`src/rtl/rmab_pkg.sv`:
```
package rmab_pkg;

   // Default sizes
   localparam int unsigned DEF_RING_DEPTH = 8;
   localparam int unsigned DEF_BAR_WIDTH  = 320;

   // Fixed field widths
   localparam int unsigned LEVEL_W   = 8;
   localparam int unsigned FILL_W    = 9;
   localparam int unsigned CSR_IDX_W = 1;

   // Register reset values (dBm)
   localparam logic signed [LEVEL_W-1:0] FAR_RESET   = -8'sd90;
   localparam logic signed [LEVEL_W-1:0] CLOSE_RESET = -8'sd30;

   // Register map
   typedef enum logic [CSR_IDX_W-1:0] {
      CSR_FAR_LEVEL   = 1'b0,
      CSR_CLOSE_LEVEL = 1'b1
   } rmab_csr_type;

   // Sequencer states
   typedef enum logic [3:0] {
      ST_IDLE,
      ST_WRITE,
      ST_READ,
      ST_SUM_END,
      ST_AVG_LOAD,
      ST_AVG_DIV,
      ST_MAP,
      ST_FILL_LOAD,
      ST_FILL_DIV,
      ST_FINISH
   } rmab_state_type;

   // Controller to datapath
   typedef struct packed {
      logic load_item;
      logic write_entry;
      logic read_entry;
      logic avg_start;
      logic avg_take;
      logic map_level;
      logic fill_start;
      logic out_load;
   } rmab_cmd_type;

   // Datapath to controller
   typedef struct packed {
      logic write_done;
      logic read_last;
      logic div_busy;
   } rmab_sts_type;

endpackage

```
`src/rtl/rssi_moving_average_bar_unit.sv`:
```
// Flow: a req_ transfer starts the ring writes (one for a push, RING_DEPTH for a refill), the
//   read sweep over the valid entries (the valid count), then two runs of the shared bit-serial
//   divider (width 17 at the default sizes), average first and bar fill second, then rsp_valid.
// Handshake: one item at a time; req_ready stays low from a transfer until its result is
//   loaded, and loading waits while a held result is not taken (rsp_ready low).
// Reset: synchronous, active high; clears pointer, count and sequencer, far/close reload -90/-30.
module rssi_moving_average_bar_unit #(
   parameter int unsigned RING_DEPTH = rmab_pkg::DEF_RING_DEPTH,
   parameter int unsigned BAR_WIDTH  = rmab_pkg::DEF_BAR_WIDTH
) (
   input  logic                                clock,
   input  logic                                reset,
   input  logic                                req_valid,
   output logic                                req_ready,
   input  logic                                req_action,
   input  logic signed [rmab_pkg::LEVEL_W-1:0] req_sample,
   output logic                                rsp_valid,
   input  logic                                rsp_ready,
   output logic signed [rmab_pkg::LEVEL_W-1:0] rsp_smoothed_level,
   output logic [rmab_pkg::FILL_W-1:0]         rsp_fill_width,
   output logic                                rsp_is_close,
   input  logic                                csr_valid,
   output logic                                csr_ready,
   input  logic [rmab_pkg::CSR_IDX_W-1:0]      csr_index,
   input  logic [rmab_pkg::LEVEL_W-1:0]        csr_data
);

   import rmab_pkg::*;

   rmab_cmd_type cmd;
   rmab_sts_type sts;
   logic         csr_we;

   // Register writes always complete in one transfer
   assign csr_ready = 1'b1;
   assign csr_we    = csr_valid & csr_ready;

   rmab_ctrl u_ctrl (
      .clock     (clock),
      .reset     (reset),
      .req_valid (req_valid),
      .req_ready (req_ready),
      .rsp_valid (rsp_valid),
      .rsp_ready (rsp_ready),
      .cmd       (cmd),
      .sts       (sts)
   );

   rmab_dp #(
      .RING_DEPTH (RING_DEPTH),
      .BAR_WIDTH  (BAR_WIDTH)
   ) u_dp (
      .clock              (clock),
      .reset              (reset),
      .cmd                (cmd),
      .sts                (sts),
      .req_action         (req_action),
      .req_sample         (req_sample),
      .csr_we             (csr_we),
      .csr_index          (csr_index),
      .csr_data           (csr_data),
      .rsp_smoothed_level (rsp_smoothed_level),
      .rsp_fill_width     (rsp_fill_width),
      .rsp_is_close       (rsp_is_close)
   );

endmodule

```
`src/rtl/rmab_ram.sv`:
```
module rmab_ram #(
   parameter int unsigned WIDTH = 8,
   parameter int unsigned DEPTH = 8
) (
   input  logic                     clock,
   input  logic                     wr_en,
   input  logic [$clog2(DEPTH)-1:0] wr_addr,
   input  logic [WIDTH-1:0]         wr_data,
   input  logic [$clog2(DEPTH)-1:0] rd_addr,
   output logic [WIDTH-1:0]         rd_data
);

   logic [WIDTH-1:0] mem_ff [DEPTH];
   logic [WIDTH-1:0] rd_data_ff;

   // One write port, one registered read port
   always_ff @(posedge clock) begin
      if (wr_en) begin
         mem_ff[wr_addr] <= wr_data;
      end
      rd_data_ff <= mem_ff[rd_addr];
   end

   assign rd_data = rd_data_ff;

endmodule

```
`src/rtl/rmab_div.sv`:
```
module rmab_div #(
   parameter int unsigned DVD_W = 17,
   parameter int unsigned DVS_W = 8
) (
   input  logic             clock,
   input  logic             reset,
   input  logic             start,
   input  logic [DVD_W-1:0] dividend,
   input  logic [DVS_W-1:0] divisor,
   output logic             busy,
   output logic [DVD_W-1:0] quotient
);

   localparam int unsigned CNT_W = $clog2(DVD_W);

   logic             busy_ff, busy_in;
   logic [CNT_W-1:0] cnt_ff, cnt_in;
   logic [DVS_W-1:0] rem_ff, rem_in;
   logic [DVS_W-1:0] dvs_ff, dvs_in;
   logic [DVD_W-1:0] quo_ff, quo_in;
   logic [DVS_W:0]   trial;
   logic [DVS_W:0]   diff;
   logic             qbit;

   // Restoring division, one quotient bit per cycle, MSB first
   always_comb begin
      trial   = {rem_ff, quo_ff[DVD_W-1]};
      diff    = trial - {1'b0, dvs_ff};
      qbit    = ~diff[DVS_W];
      busy_in = busy_ff;
      cnt_in  = cnt_ff;
      rem_in  = rem_ff;
      dvs_in  = dvs_ff;
      quo_in  = quo_ff;
      if (start) begin
         busy_in = 1'b1;
         cnt_in  = '0;
         rem_in  = '0;
         dvs_in  = divisor;
         quo_in  = dividend;
      end else if (busy_ff) begin
         rem_in  = qbit ? diff[DVS_W-1:0] : trial[DVS_W-1:0];
         quo_in  = {quo_ff[DVD_W-2:0], qbit};
         cnt_in  = cnt_ff + CNT_W'(1);
         busy_in = (cnt_ff != CNT_W'(DVD_W - 1));
      end
   end

   always_ff @(posedge clock) begin
      if (reset) begin
         busy_ff <= 1'b0;
         cnt_ff  <= '0;
      end else begin
         busy_ff <= busy_in;
         cnt_ff  <= cnt_in;
      end
   end

   always_ff @(posedge clock) begin
      rem_ff <= rem_in;
      dvs_ff <= dvs_in;
      quo_ff <= quo_in;
   end

   assign busy     = busy_ff;
   assign quotient = quo_ff;

endmodule

```
`src/rtl/rmab_dp.sv`:
```
module rmab_dp #(
   parameter int unsigned RING_DEPTH = rmab_pkg::DEF_RING_DEPTH,
   parameter int unsigned BAR_WIDTH  = rmab_pkg::DEF_BAR_WIDTH
) (
   input  logic                                  clock,
   input  logic                                  reset,
   input  rmab_pkg::rmab_cmd_type                cmd,
   output rmab_pkg::rmab_sts_type                sts,
   input  logic                                  req_action,
   input  logic signed [rmab_pkg::LEVEL_W-1:0]   req_sample,
   input  logic                                  csr_we,
   input  logic [rmab_pkg::CSR_IDX_W-1:0]        csr_index,
   input  logic [rmab_pkg::LEVEL_W-1:0]          csr_data,
   output logic signed [rmab_pkg::LEVEL_W-1:0]   rsp_smoothed_level,
   output logic [rmab_pkg::FILL_W-1:0]           rsp_fill_width,
   output logic                                  rsp_is_close
);

   import rmab_pkg::*;

   localparam int unsigned ADDR_W = $clog2(RING_DEPTH);
   localparam int unsigned CNT_W  = $clog2(RING_DEPTH + 1);
   localparam int unsigned SUM_W  = LEVEL_W + $clog2(RING_DEPTH);
   localparam int unsigned PROD_W = LEVEL_W + $clog2(BAR_WIDTH + 1);
   localparam int unsigned DVD_W  = (SUM_W > PROD_W) ? SUM_W : PROD_W;
   localparam int unsigned DVS_W  = (CNT_W > LEVEL_W) ? CNT_W : LEVEL_W;
   localparam int unsigned RNG_W  = LEVEL_W + 1;
   localparam int unsigned HALF_BAR = BAR_WIDTH / 2;

   // Configuration
   logic signed [LEVEL_W-1:0] far_ff, far_in;
   logic signed [LEVEL_W-1:0] close_ff, close_in;

   // Ring control
   logic [ADDR_W-1:0] idx_ff, idx_in;
   logic [ADDR_W-1:0] slot_ff, slot_in;
   logic [CNT_W-1:0]  cnt_ff, cnt_in;
   logic              rd_vld_ff;
   logic              idx_last;
   logic              write_done;

   // Item and arithmetic
   logic                      action_ff, action_in;
   logic signed [LEVEL_W-1:0] sample_ff, sample_in;
   logic signed [SUM_W-1:0]   acc_ff, acc_in;
   logic [SUM_W-1:0]          acc_abs;
   logic                      neg_ff, neg_in;
   logic signed [LEVEL_W-1:0] level_ff, level_in;
   logic [LEVEL_W-1:0]        q_low;
   logic signed [RNG_W-1:0]   range_w;
   logic signed [RNG_W-1:0]   offset_w;
   logic                      rng_ok;
   logic [LEVEL_W-1:0]        off_clamp;
   logic [PROD_W-1:0]         prod_ff, prod_in;
   logic [LEVEL_W-1:0]        rng_ff, rng_in;
   logic                      rng_ok_ff, rng_ok_in;
   logic [DVD_W-1:0]          fill_full;

   // Result register
   logic signed [LEVEL_W-1:0] lvl_out_ff, lvl_out_in;
   logic [FILL_W-1:0]         fill_out_ff, fill_out_in;
   logic                      close_out_ff, close_out_in;

   // Ring memory and divider hookup
   logic                ram_we;
   logic [ADDR_W-1:0]   ram_wr_addr;
   logic [LEVEL_W-1:0]  ram_wr_data;
   logic [LEVEL_W-1:0]  ram_rd_data;
   logic                div_start;
   logic [DVD_W-1:0]    div_dividend;
   logic [DVS_W-1:0]    div_divisor;
   logic                div_busy;
   logic [DVD_W-1:0]    div_quo;

   rmab_ram #(
      .WIDTH (LEVEL_W),
      .DEPTH (RING_DEPTH)
   ) u_ring (
      .clock   (clock),
      .wr_en   (ram_we),
      .wr_addr (ram_wr_addr),
      .wr_data (ram_wr_data),
      .rd_addr (idx_ff),
      .rd_data (ram_rd_data)
   );

   rmab_div #(
      .DVD_W (DVD_W),
      .DVS_W (DVS_W)
   ) u_div (
      .clock    (clock),
      .reset    (reset),
      .start    (div_start),
      .dividend (div_dividend),
      .divisor  (div_divisor),
      .busy     (div_busy),
      .quotient (div_quo)
   );

   // Status back to the sequencer
   assign idx_last   = (idx_ff == ADDR_W'(RING_DEPTH - 1));
   assign write_done = ~action_ff | idx_last;
   assign sts.write_done = write_done;
   assign sts.read_last  = ((CNT_W'(idx_ff) + CNT_W'(1)) == cnt_ff);
   assign sts.div_busy   = div_busy;

   // Ring write: refill sweeps every slot with far level, push writes one slot
   assign ram_we      = cmd.write_entry;
   assign ram_wr_addr = action_ff ? idx_ff : slot_ff;
   assign ram_wr_data = action_ff ? far_ff : sample_ff;

   // Divider operand select: average first, bar fill second
   assign acc_abs      = acc_ff[SUM_W-1] ? (~acc_ff + SUM_W'(1)) : acc_ff;
   assign div_start    = cmd.avg_start | cmd.fill_start;
   assign div_dividend = cmd.avg_start ? DVD_W'(acc_abs) : DVD_W'(prod_ff);
   assign div_divisor  = cmd.avg_start ? DVS_W'(cnt_ff) : DVS_W'(rng_ff);

   // Level mapping onto the bar
   assign q_low    = div_quo[LEVEL_W-1:0];
   assign range_w  = RNG_W'(close_ff) - RNG_W'(far_ff);
   assign offset_w = RNG_W'(level_ff) - RNG_W'(far_ff);
   assign rng_ok   = ~range_w[RNG_W-1] & (range_w != '0);
   assign fill_full = rng_ok_ff ? div_quo : '0;

   always_comb begin
      if (offset_w[RNG_W-1]) begin
         off_clamp = '0;
      end else if (offset_w[LEVEL_W-1:0] > range_w[LEVEL_W-1:0]) begin
         off_clamp = range_w[LEVEL_W-1:0];
      end else begin
         off_clamp = offset_w[LEVEL_W-1:0];
      end
   end

   function automatic logic idx_last_slot(input logic [ADDR_W-1:0] slot);
      idx_last_slot = (slot == ADDR_W'(RING_DEPTH - 1));
   endfunction

   // Next-state logic for all datapath registers except rd_vld_ff
   always_comb begin
      far_in       = far_ff;
      close_in     = close_ff;
      idx_in       = idx_ff;
      slot_in      = slot_ff;
      cnt_in       = cnt_ff;
      action_in    = action_ff;
      sample_in    = sample_ff;
      acc_in       = acc_ff;
      neg_in       = neg_ff;
      level_in     = level_ff;
      prod_in      = prod_ff;
      rng_in       = rng_ff;
      rng_ok_in    = rng_ok_ff;
      lvl_out_in   = lvl_out_ff;
      fill_out_in  = fill_out_ff;
      close_out_in = close_out_ff;

      if (csr_we) begin
         unique case (rmab_csr_type'(csr_index))
            CSR_FAR_LEVEL:   far_in   = csr_data;
            CSR_CLOSE_LEVEL: close_in = csr_data;
         endcase
      end

      if (cmd.load_item) begin
         action_in = req_action;
         sample_in = req_sample;
         idx_in    = '0;
         acc_in    = '0;
      end

      if (cmd.write_entry) begin
         idx_in = write_done ? '0 : idx_ff + ADDR_W'(1);
         if (write_done) begin
            if (action_ff) begin
               slot_in = '0;
               cnt_in  = CNT_W'(RING_DEPTH);
            end else begin
               slot_in = idx_last_slot(slot_ff) ? '0 : slot_ff + ADDR_W'(1);
               cnt_in  = (cnt_ff == CNT_W'(RING_DEPTH)) ? cnt_ff : cnt_ff + CNT_W'(1);
            end
         end
      end

      if (cmd.read_entry) begin
         idx_in = idx_ff + ADDR_W'(1);
      end

      // Read data arrives in the cycle after its address
      if (rd_vld_ff) begin
         acc_in = acc_ff + SUM_W'(signed'(ram_rd_data));
      end

      if (cmd.avg_start) begin
         neg_in = acc_ff[SUM_W-1];
      end

      // Truncation toward zero: divide the magnitude, restore the sign
      if (cmd.avg_take) begin
         level_in = neg_ff ? (~q_low + LEVEL_W'(1)) : q_low;
      end

      if (cmd.map_level) begin
         prod_in   = PROD_W'(off_clamp) * PROD_W'(BAR_WIDTH);
         rng_in    = range_w[LEVEL_W-1:0];
         rng_ok_in = rng_ok;
      end

      if (cmd.out_load) begin
         lvl_out_in   = level_ff;
         fill_out_in  = fill_full[FILL_W-1:0];
         close_out_in = (fill_full >= DVD_W'(HALF_BAR));
      end
   end

   // Control state and configuration
   always_ff @(posedge clock) begin
      if (reset) begin
         far_ff    <= FAR_RESET;
         close_ff  <= CLOSE_RESET;
         idx_ff    <= '0;
         slot_ff   <= '0;
         cnt_ff    <= '0;
         rd_vld_ff <= 1'b0;
      end else begin
         far_ff    <= far_in;
         close_ff  <= close_in;
         idx_ff    <= idx_in;
         slot_ff   <= slot_in;
         cnt_ff    <= cnt_in;
         rd_vld_ff <= cmd.read_entry;
      end
   end

   // Payload
   always_ff @(posedge clock) begin
      action_ff    <= action_in;
      sample_ff    <= sample_in;
      acc_ff       <= acc_in;
      neg_ff       <= neg_in;
      level_ff     <= level_in;
      prod_ff      <= prod_in;
      rng_ff       <= rng_in;
      rng_ok_ff    <= rng_ok_in;
      lvl_out_ff   <= lvl_out_in;
      fill_out_ff  <= fill_out_in;
      close_out_ff <= close_out_in;
   end

   assign rsp_smoothed_level = lvl_out_ff;
   assign rsp_fill_width     = fill_out_ff;
   assign rsp_is_close       = close_out_ff;

endmodule

```
`src/rtl/rmab_ctrl.sv`:
```
module rmab_ctrl (
   input  logic                   clock,
   input  logic                   reset,
   input  logic                   req_valid,
   output logic                   req_ready,
   output logic                   rsp_valid,
   input  logic                   rsp_ready,
   output rmab_pkg::rmab_cmd_type cmd,
   input  rmab_pkg::rmab_sts_type sts
);

   import rmab_pkg::*;

   rmab_state_type state_ff, state_in;
   logic           rsp_valid_ff, rsp_valid_in;
   logic           out_free;

   // Result register can take a new value when empty or being drained
   assign out_free = ~rsp_valid_ff | rsp_ready;

   // Next state
   always_comb begin
      state_in = state_ff;
      unique case (state_ff)
         ST_IDLE:      if (req_valid) state_in = ST_WRITE;
         ST_WRITE:     if (sts.write_done) state_in = ST_READ;
         ST_READ:      if (sts.read_last) state_in = ST_SUM_END;
         ST_SUM_END:   state_in = ST_AVG_LOAD;
         ST_AVG_LOAD:  state_in = ST_AVG_DIV;
         ST_AVG_DIV:   if (~sts.div_busy) state_in = ST_MAP;
         ST_MAP:       state_in = ST_FILL_LOAD;
         ST_FILL_LOAD: state_in = ST_FILL_DIV;
         ST_FILL_DIV:  if (~sts.div_busy) state_in = ST_FINISH;
         ST_FINISH:    if (out_free) state_in = ST_IDLE;
         default:      state_in = ST_IDLE;
      endcase
   end

   // Commands
   always_comb begin
      cmd       = '0;
      req_ready = 1'b0;
      unique case (state_ff)
         ST_IDLE: begin
            req_ready     = 1'b1;
            cmd.load_item = req_valid;
         end
         ST_WRITE:     cmd.write_entry = 1'b1;
         ST_READ:      cmd.read_entry  = 1'b1;
         ST_SUM_END:   cmd             = '0;
         ST_AVG_LOAD:  cmd.avg_start   = 1'b1;
         ST_AVG_DIV:   cmd.avg_take    = ~sts.div_busy;
         ST_MAP:       cmd.map_level   = 1'b1;
         ST_FILL_LOAD: cmd.fill_start  = 1'b1;
         ST_FILL_DIV:  cmd             = '0;
         ST_FINISH:    cmd.out_load    = out_free;
         default:      cmd             = '0;
      endcase
   end

   // Result valid flag
   always_comb begin
      rsp_valid_in = rsp_valid_ff;
      if (cmd.out_load) begin
         rsp_valid_in = 1'b1;
      end else if (rsp_ready) begin
         rsp_valid_in = 1'b0;
      end
   end

   always_ff @(posedge clock) begin
      if (reset) begin
         state_ff     <= ST_IDLE;
         rsp_valid_ff <= 1'b0;
      end else begin
         state_ff     <= state_in;
         rsp_valid_ff <= rsp_valid_in;
      end
   end

   assign rsp_valid = rsp_valid_ff;

endmodule

```
`config.mk`:
```
export PLATFORM = sky130hd
export DESIGN_NAME = rssi_moving_average_bar_unit
export DESIGN_NICKNAME = d
export VERILOG_FILES = /design/src/rtl/rmab_pkg.sv /design/src/rtl/rssi_moving_average_bar_unit.sv /design/src/rtl/rmab_ram.sv /design/src/rtl/rmab_div.sv /design/src/rtl/rmab_dp.sv /design/src/rtl/rmab_ctrl.sv
export SDC_FILE = /design/constraint.sdc
export NUM_CORES = 1
export LEC_CHECK = 0
export ABC_AREA = 1
export BUFFER_PORTS_ARGS = -buffer_cell sky130_fd_sc_hd__buf_2
export CAP_MARGIN = 20
export CORE_MARGIN = 2
export CORE_UTILIZATION = 32
export CTS_CLUSTER_DIAMETER = 100
export DETAILED_ROUTE_END_ITERATION = 8
export HOLD_SLACK_MARGIN = 0.05
export PLACE_DENSITY = 0.57
export SLEW_MARGIN = 40
export SYNTH_ARGS = -nofsm -noshare
export SYNTH_HDL_FRONTEND = slang
export SYNTH_SLANG_ARGS = --single-unit
```
`constraint.sdc`:
```
create_clock -name clock -period 5.09 [get_ports clock]
set_input_delay 0.509 -clock clock [delete_from_list [all_inputs] [get_ports clock]]
set_output_delay 0.509 -clock clock [all_outputs]
set_load 0.005 [all_outputs]
```
==> impl_metrics.toml <==
[routing]
wl_per_cell_um = 14.8
firstDrtPassIters = 5
vias = 7793
route.detailed.drc = 0
viasPerCell = 4.70
drt_iter0_markers = 514
postRouteAntennaNets = 0
routed_wl_um = 24600

[floorplan]
initial_utilization_pct = 32.7
die_w_um = 187
die_h_um = 187
core_area_um2 = 32700
rows = 66
pin_count = 44
dieArea_um2 = 34900

[worst_setup_path]
critPathBufInv = 5
crit_arrival_ps = 4830
worstSetupPathType = "reg2reg"
endpoint_kind = "flip-flop"
max_stage_delay_ps = 390
critPathRequiredTime_ps = 5370
crit_path_start_kind = "flip-flop"
crit_top_cell = "inv_1"
worstPathMaxFanout = 14
slowest_stage = "fa_1"
cp_top_family = "adder cells"

[timing]
setup-tns-final_ps = 0
relSlewSlack_pct = 45.9
fin_crit_sh_pct = 89.5
slew_violations = 0
layout_min_cycle_time_ps = 4550
setup-violations-final = 0
fmaxAchievable_ghz = 0.220
worst_pin_slew_ps = 808
hold_ws_ps = 155
finClkSkew_ps = 13.2
hold_viol = 0
rsz0062_at_grt = "false"

[power_and_ir_drop]
power_frac_seq_pct = 38.3
p_clk_share_pct = 27.9
power_leakage_nw = 5.12
comb_power_share_pct = 33.7
vdd_drop_max_mv = 0.236
swShare_pct = 36.5
powerDensity_nw_per_um2 = 513
switchingPower_mw = 2.29
p_int_mw = 3.99

[clocking]
cts_tree = "yes"
cts_buffers = 25
cts_resized = 0
cts_buffer_depth = 3
clockRootBuffer = "clkbuf_16"
clkSlewWorstSetupHoldPaths_ps = 60
htree_levels = 1
ctsHoldBuffers = 0
cts.sinks = 210
worstSkewPairLatency_ps = 530
post_cts_buffers = 0

[logic_synthesis]
synth-edff-count = 156
ys_seq_area_share_pct = 53.9
ys.flop_type = "edfxtp_1"
async_flop_share_pct = 0
synth.ff_latch_count = 210
synth_area_um2 = 10700
ys_warn_count = 0
synth_cell_types = 51
netlist_instances = 1146
synth.avg_cell_area_um2 = 9.33
syn-num-nets = 1232

[grt]
grt_pass1_wl_um = 39600
grt_overflow = 0
track_usage_pct = 14.1
grt_max_degree = 38
antenna_found_initial = 0
grt_pass1_vias = 7443

[layout]
finalCoreUtilization_pct = 37.4
num_antenna_cells = 0
area_growth_pct = 14.5
layout_common_cells = "nand2_1 (208), edfxtp_1 (156), inv_1 (150), nor2_1 (130), o21ai_0 (83)"
nNetsFinal = 1283
layout_commonest_cell = "nand2_1"
drive_gt1_share_pct = 11.3

[placed_design]
dpl.hpwl_um = 17800
port_buffers = 42
place.gp.congestion = 0.877

[run]
maxCapViolCount = 0

[outcome]
outcome = "finished, final reports clean"

[hold_path]
hold_class = "in2reg"
## cell families after synthesis
logic type | after synthesis | share of synthesized area [%]
AO/OA/AOI/OAI | 208 | 11.0
XOR/XNOR | 32 | 2.62
adder cells (fa/ha/maj) | 63 | 7.72
buffers and inverters | 187 | 6.77
flip-flops | 210 | 53.9
other | 1 | 0.0351
AND/OR/NAND/NOR | 445 | 17.9
## flip-flops by register name (all words and copies together) (netlist names), 9 cells and up
| register | flops |
|---|---|
| u_dp.u_ring.mem_ff | 64 |
| u_dp.acc_ff | 11 |
| u_dp.prod_ff | 11 |
| u_dp.rsp_fill_width | 9 |
| u_dp.u_div.quotient | 17 |
## power by group through the flow
stage / Sequential [mW] / Clock [mW] / Combinational [mW]
after floorplan: 2.37 / 0 / 1.62
after global placement: 2.44 / 0 / 2.08
after detailed placement: 2.44 / 0 / 2.11
after CTS: 2.41 / 1.81 / 2.12
after global routing: 2.44 / 1.87 / 2.46
final: 2.41 / 1.75 / 2.12
## synth_stat cells (all sizes together) (11+ instances only)
cell    number  area, µm²
nand2      220        866
inv        158        593
edfxtp     156       4680
nor2       141        557
o21ai       91        455
a21oi       58        298
ha          58        726
nand3       55        318
dfxtp       54       1080
xor2        24        210
clkbuf      20       75.1
a31oi       13       81.3
o22ai       13       81.3
nor3        11       55.1
## through the flow
step / cells / instance area (µm²) / total power, mW / worst slack [ps]
detailed placement: 1612 / 11400 / 4.55 / 382
finish: 1658 / 12200 / 6.28 / 535
floorplan: 1146 / 10700 / 3.99 / 952
CTS: 1658 / 12200 / 6.33 / 371
global route: 1658 / 12200 / 6.76 / 55.6
global placement: 1612 / 11400 / 4.53 / 572
## metal layers
metal	vias up	wire length (µm)	global-route usage [%]
li1	3964	-	-
met1	3600	11900	20.2
met3	31	1400	1.96
met4	0	389	3.30
met5	-	0	0
met2	198	10900	22.5
## worst paths after layout
check	cells after the start	slack, ps	startpoint	to
max reg2reg	27	540	u_dp.far_ff[1]	u_dp.prod_ff[15]
min reg2reg	0	470	u_dp.level_ff[3]	u_dp.rsp_smoothed_level[3]
max	27	540	u_dp.far_ff[1]	u_dp.prod_ff[15]
min	1	160	req_action	u_dp.action_ff
## area by class of cell
| type | count | area, µm² |
|---|---|---|
| inverter | 160 | 601 |
| fill | 3281 | 20500 |
| multi-input combinational | 749 | 4230 |
| sequential | 210 | 5770 |
| clock inverter | 16 | 146 |
| tap | 442 | 553 |
| timing repair buffer | 51 | 278 |
| clock buffer | 30 | 664 |
## worst reg2reg max path, delay by kind of cell (launching register included)
kind | cells | cell delay [ps]
buf+inv | 5 | 360
flops | 1 | 360
simple gates | 8 | 1000
fa+ha+maj | 5 | 1280
compound gates | 8 | 1050
xor+xnor | 1 | 230
No activity file was read; power rests on OpenSTA's default activity.
